## config.mk

```make
export PLATFORM = sky130hd
export DESIGN_NAME = lag_ctrl
export DESIGN_NICKNAME = d
export VERILOG_FILES = /design/src/sv/lag_pkg.sv /design/src/sv/lag_ctrl.sv
export SDC_FILE = /design/constraint.sdc
export NUM_CORES = 1
export LEC_CHECK = 0
export ABC_AREA = 1
export BUFFER_PORTS_ARGS = -buffer_cell sky130_fd_sc_hd__clkbuf_2
export CORE_AREA = 10 10 47 49
export DETAILED_ROUTE_END_ITERATION = 10
export DIE_AREA = 0 0 57 59
export GPL_TIMING_DRIVEN = 0
export PLACE_DENSITY = 0.5
export SYNTH_ARGS = -nofsm -noshare
export SYNTH_HDL_FRONTEND = slang
export SYNTH_SLANG_ARGS = --single-unit
```

## constraint.sdc

```tcl
create_clock -name clk -period 3.8 [get_ports clk]
set_clock_uncertainty 0.2 [all_clocks]
set_input_delay 0 -clock clk [delete_from_list [all_inputs] [get_ports clk]]
set_output_delay 0 -clock clk [all_outputs]
set_load 0.01 [all_outputs]
```

## src/sv/lag_pkg.sv

```systemverilog
// Package for the life automaton grid: op codes, register widths and limits,
// and the command/status structs between controller and datapath.
// No dependencies.
`default_nettype none

package lag_pkg;

  localparam int OP_W  = 3;
  localparam int ROW_W = 6;
  localparam int COL_W = 6;
  localparam int GS_W  = 7;

  localparam int MAX_SIZE_DEF = 64;

  localparam logic [GS_W-1:0] GS_MIN   = 7'd3;
  localparam logic [GS_W-1:0] GS_RESET = 7'd64;
  localparam logic [GS_W-1:0] GS_TOP   = 7'd127;

  localparam logic [OP_W-1:0] OP_SET    = 3'd0;
  localparam logic [OP_W-1:0] OP_TOGGLE = 3'd1;
  localparam logic [OP_W-1:0] OP_CLEAR  = 3'd2;
  localparam logic [OP_W-1:0] OP_STEP   = 3'd3;
  localparam logic [OP_W-1:0] OP_READ   = 3'd4;

  typedef struct packed {
    logic accept;    // capture request payload, reset counter and window
    logic clr_grid;  // drop every row
    logic cfg_wr;    // new grid size, drop every row
    logic cell_rd;   // read the addressed row
    logic cell_wr;   // write back the modified row on set or toggle, capture the result
    logic gen_step;  // one step of the generation sweep
    logic out_load;  // move result into output register
  } ctl_cmd_t;

  typedef struct packed {
    logic gen_last;  // final step of the sweep
  } ctl_sts_t;

endpackage

`default_nettype wire

```

## src/sv/lag_ctrl.sv

```systemverilog
// Controller for the life automaton grid: request dispatch, sequencing of
// cell and generation operations, output register handshake.
// Depends on lag_pkg.
`default_nettype none

module lag_ctrl
  import lag_pkg::*;
(
  input  wire logic            clk,
  input  wire logic            rst_n,
  input  wire logic            in_valid,
  output      logic            in_stall,
  input  wire logic [OP_W-1:0] in_op,
  output      logic            out_valid,
  input  wire logic            out_stall,
  input  wire logic            cfg_valid,
  output      logic            cfg_ready,
  output      ctl_cmd_t        cmd,
  input  wire ctl_sts_t        sts
);

  localparam logic [2:0] ST_IDLE    = 3'd0;
  localparam logic [2:0] ST_CELL_RD = 3'd1;
  localparam logic [2:0] ST_CELL_WR = 3'd2;
  localparam logic [2:0] ST_GEN     = 3'd3;
  localparam logic [2:0] ST_DONE    = 3'd4;

  logic [2:0] state_r, state_nxt;
  logic       out_valid_r, out_valid_nxt;
  logic       idle;
  logic       take;

  assign idle      = (state_r == ST_IDLE);
  assign cfg_ready = idle;
  // config write has priority over a request in the same cycle
  assign in_stall  = !idle || cfg_valid;
  assign take      = in_valid && !in_stall;
  assign out_valid = out_valid_r;

  always_comb begin
    state_nxt     = state_r;
    out_valid_nxt = out_valid_r && out_stall;
    cmd           = '0;
    cmd.cfg_wr    = cfg_valid && idle;
    case (state_r)
      ST_IDLE: begin
        if (take) begin
          cmd.accept = 1'b1;
          case (in_op)
            OP_SET, OP_TOGGLE, OP_READ: state_nxt = ST_CELL_RD;
            OP_STEP:                    state_nxt = ST_GEN;
            OP_CLEAR: begin
              cmd.clr_grid = 1'b1;
              state_nxt    = ST_DONE;
            end
            default:                    state_nxt = ST_DONE;
          endcase
        end
      end
      ST_CELL_RD: begin
        cmd.cell_rd = 1'b1;
        state_nxt   = ST_CELL_WR;
      end
      ST_CELL_WR: begin
        cmd.cell_wr = 1'b1;
        state_nxt   = ST_DONE;
      end
      ST_GEN: begin
        cmd.gen_step = 1'b1;
        if (sts.gen_last) begin
          state_nxt = ST_DONE;
        end
      end
      ST_DONE: begin
        if (!out_valid_r || !out_stall) begin
          cmd.out_load  = 1'b1;
          out_valid_nxt = 1'b1;
          state_nxt     = ST_IDLE;
        end
      end
      default: state_nxt = ST_IDLE;
    endcase
  end

  always_ff @(posedge clk) begin
    if (!rst_n) begin
      state_r     <= ST_IDLE;
      out_valid_r <= 1'b0;
    end else begin
      state_r     <= state_nxt;
      out_valid_r <= out_valid_nxt;
    end
  end

endmodule

`default_nettype wire

```

==> results by group <==
Floorplan
  – Core Region: between 1000 and 1500 sq um
  – Die area: 3360 sq um
  – Die width: 57 um
  – FP Rows: 14
  – Die Y: 59 um
  – Starting density of the core: 22.4%
  – # IOs: 19

Worst setup path
  – Critical path class: primary input to flop
  – Worst Path Required: 3760 ps
  – Critical path arrival: 1540 ps
  – Startpoint Class: primary input
  – Critical Path Fanout Max: 2
  – Crit path capture type: flop

STA
  – Rel. slew slack: between 80% and 90%
  – Final min period: 1580 ps
  – Fmax: 634 MHz
  – Slew at the pin closest to its max-slew limit: about 240 ps
  – Slew Limit Fails: 0
  – WHS: 45.4 ps
  – Setup TNS Final: 0 ps
  – Hold Violations, Final: 0
  – Setup-failing EPs final: 0
  – Unrepaired setup endpoints after global routing: no
  – Final cycle utilization of the critical path: between 40% and 50%

Clocking
  – Worst-path clk slew: around 40 ps
  – Post-CTS setup buffers: 0
  – Later-pin clock latency in the skew report: 230 ps
  – CTS Buffer Depth: 2
  – Clock sink total: 4
  – # resized after CTS: 0
  – H-tree depth: 1
  – CTS root buf: clkbuf_4
  – Total CTS buffers: 3
  – CTS tree: yes

Detailed routing
  – Vias per cell: 3.87
  – Avg WL per Cell: a little under 9 um
  – Final ANT Viol Nets: 0
  – Drt first pass iters: 2
  – Via count: 356
  – # DRC: 0
  – Number of DRC markers in iteration 0: 10
  – Total Routed Length: 804 um

GRT
  – Initial antenna violation count: 0
  – Largest net degree at the start of global routing: 7
  – GRT Util Overall: between 4 and 5%
  – First-pass GRT wire length: 1370 um
  – GRT overflow: 0
  – Vias in the first global route: 356

Synth
  – Count of different cell masters after synthesis: 16
  – Cell count after synthesis: 50
  – Post-Syn Area: between 300 and 400 sq um
  – #FFs+latches synth: 4
  – Syn nets: 59
  – YS warnings: 0
  – Register area share after synthesis: 25.5%
  – Synth Area per Inst: 6.28 sq um

Layout
  – Share of layout cells above drive strength 1: 40.8%
  – Ant. Diodes: 0
  – Syn-to-layout area delta: 58.2%
  – Nets: 87
  – Final Instance Area: 497 sq um
  – # fillers: 158
  – Finished Layout Cells: 92

Job
  – Max cap viols: 0

Place
  – Final GP Congestion: about 0.74
  – Placed Cells incl. Taps: 84
  – Post-DP HPWL: around 700 um
  – DP Area: approximately 420 sq um
  – Number of port buffers: 18

Power
  – Power density over cell area: 795 nW/um^2
  – Tot Pwr: 0.000395 W
  – Leakage power: 0.271 nW
  – Maximum VDD drop: 0.329 mV

Worst hold path
  – Hold Crit Class: primary input to flop

Run status
  – Status: completed
-- layout by cell type (no fill, tap or decap) --
| cell | instances |
|---|---|
| a21boi_0 | 1 |
| a21oi_1 | 2 |
| bufinv_8 | 1 |
| o21ai_0 | 2 |
| clkbuf_2 | 18 |
| inv_1 | 7 |
| dfxtp_1 | 4 |
| o21ai_2 | 1 |
| clkbuf_4 | 3 |
| nor2_1 | 12 |
| nor3_1 | 3 |
| nand2_1 | 7 |
| dlygate4sd3_1 | 5 |
| nor2_2 | 1 |
| nand2_2 | 4 |
| inv_2 | 1 |
| nand3_1 | 2 |
| nand2_4 | 1 |
| nor2_4 | 1 |
-- flip-flops by register name, indices dropped and copies added, names as in the netlist --
name,count
state_r,3
out_valid,1
-- worst paths after layout --
| check | start | end | slack [ps] | depth (start not counted) |
|---|---|---|---|---|
| worst min register to register | out_valid | out_valid | 320 | 2 |
| worst min-delay path | in_valid | state_r[0] | 50 | 6 |
| worst max-delay path | in_op[0] | state_r[1] | 2220 | 7 |
| worst max register to register | state_r[0] | state_r[1] | 2470 | 7 |
-- cells by family (layout without fill, tap and decap cells) --
logic type             after synthesis  count (layout)  synth area share, %
and+or+nand+nor                     31              31                 47.8
buffers and inverters                9              35                 15.1
AOI/OAI and AO/OA                    6               6                 11.6
DFF                                  4               4                 25.5
-- final cells by class --
cell class              count  area (sq um)  area share [%]
multi-input cells          37           186            37.5
well taps                  16          20.0            4.03
inverters                   9          47.5            9.57
flip-flops and latches      4          80.1            16.1
clock buffers               3          22.5            4.53
repair buffers             23           140            28.2
-- worst max-delay path, cell delays in order --
cell           delay (ps)
dlygate4sd3_1         520
clkbuf_2              110
nand3_1                70
dlygate4sd3_1         550
a21oi_1               130
nor2_1                 60
nor2_1                100
-- timing repair --
action	4_1_cts	5_1_grt
endpoints found under the setup margin	0	0
hold buffers	5	0
endpoints found under the hold margin	4	0
-- Yosys cell counts --
cell,count,area [sq um]
nand2_2,4,25.0
a21boi_0,1,7.51
nand2_1,7,26.3
bufinv_8,1,17.5
a21oi_1,2,10.0
o21ai_2,1,8.76
nor3_1,3,15.0
nor2_2,1,6.26
o21ai_0,2,10.0
nand3_1,2,10.0
dfxtp_1,4,80.1
nor2_1,12,45.0
nor2_4,1,11.3
inv_1,7,26.3
nand2_4,1,11.3
inv_2,1,3.75
-- metal layers --
| metal | global-route usage [%] | wire [um] |
|---|---|---|
| met3 | 1.29 | 8 |
| met4 | 3.02 | 0 |
| met2 | 9.61 | 485 |
| met1 | 4.36 | 310 |
| met5 | 0 | 0 |
-- through the flow --
stage / utilization [%] / setup WS [ps]
floorplan: - / 2540
global placement: 30.3 / 2440
detailed placement: 30.3 / 2450
CTS: 35.4 / 2210
global route: 35.4 / 2110
finish: 35.4 / 2220
-- power breakdown --
| part | switching [W] | total (W) | leakage, nW | internal, W |
|---|---|---|---|---|
| Combinational | 0.000147 | 0.000258 | 0.224 | 0.000112 |
| Clock | 0.0000149 | 0.0000500 | 0.0138 | 0.0000352 |
| Sequential | 0.0000249 | 0.0000867 | 0.0330 | 0.0000617 |
| Total | 0.000187 | 0.000395 | 0.271 | 0.000208 |
Note: power is estimated with default switching activity, not from simulation.
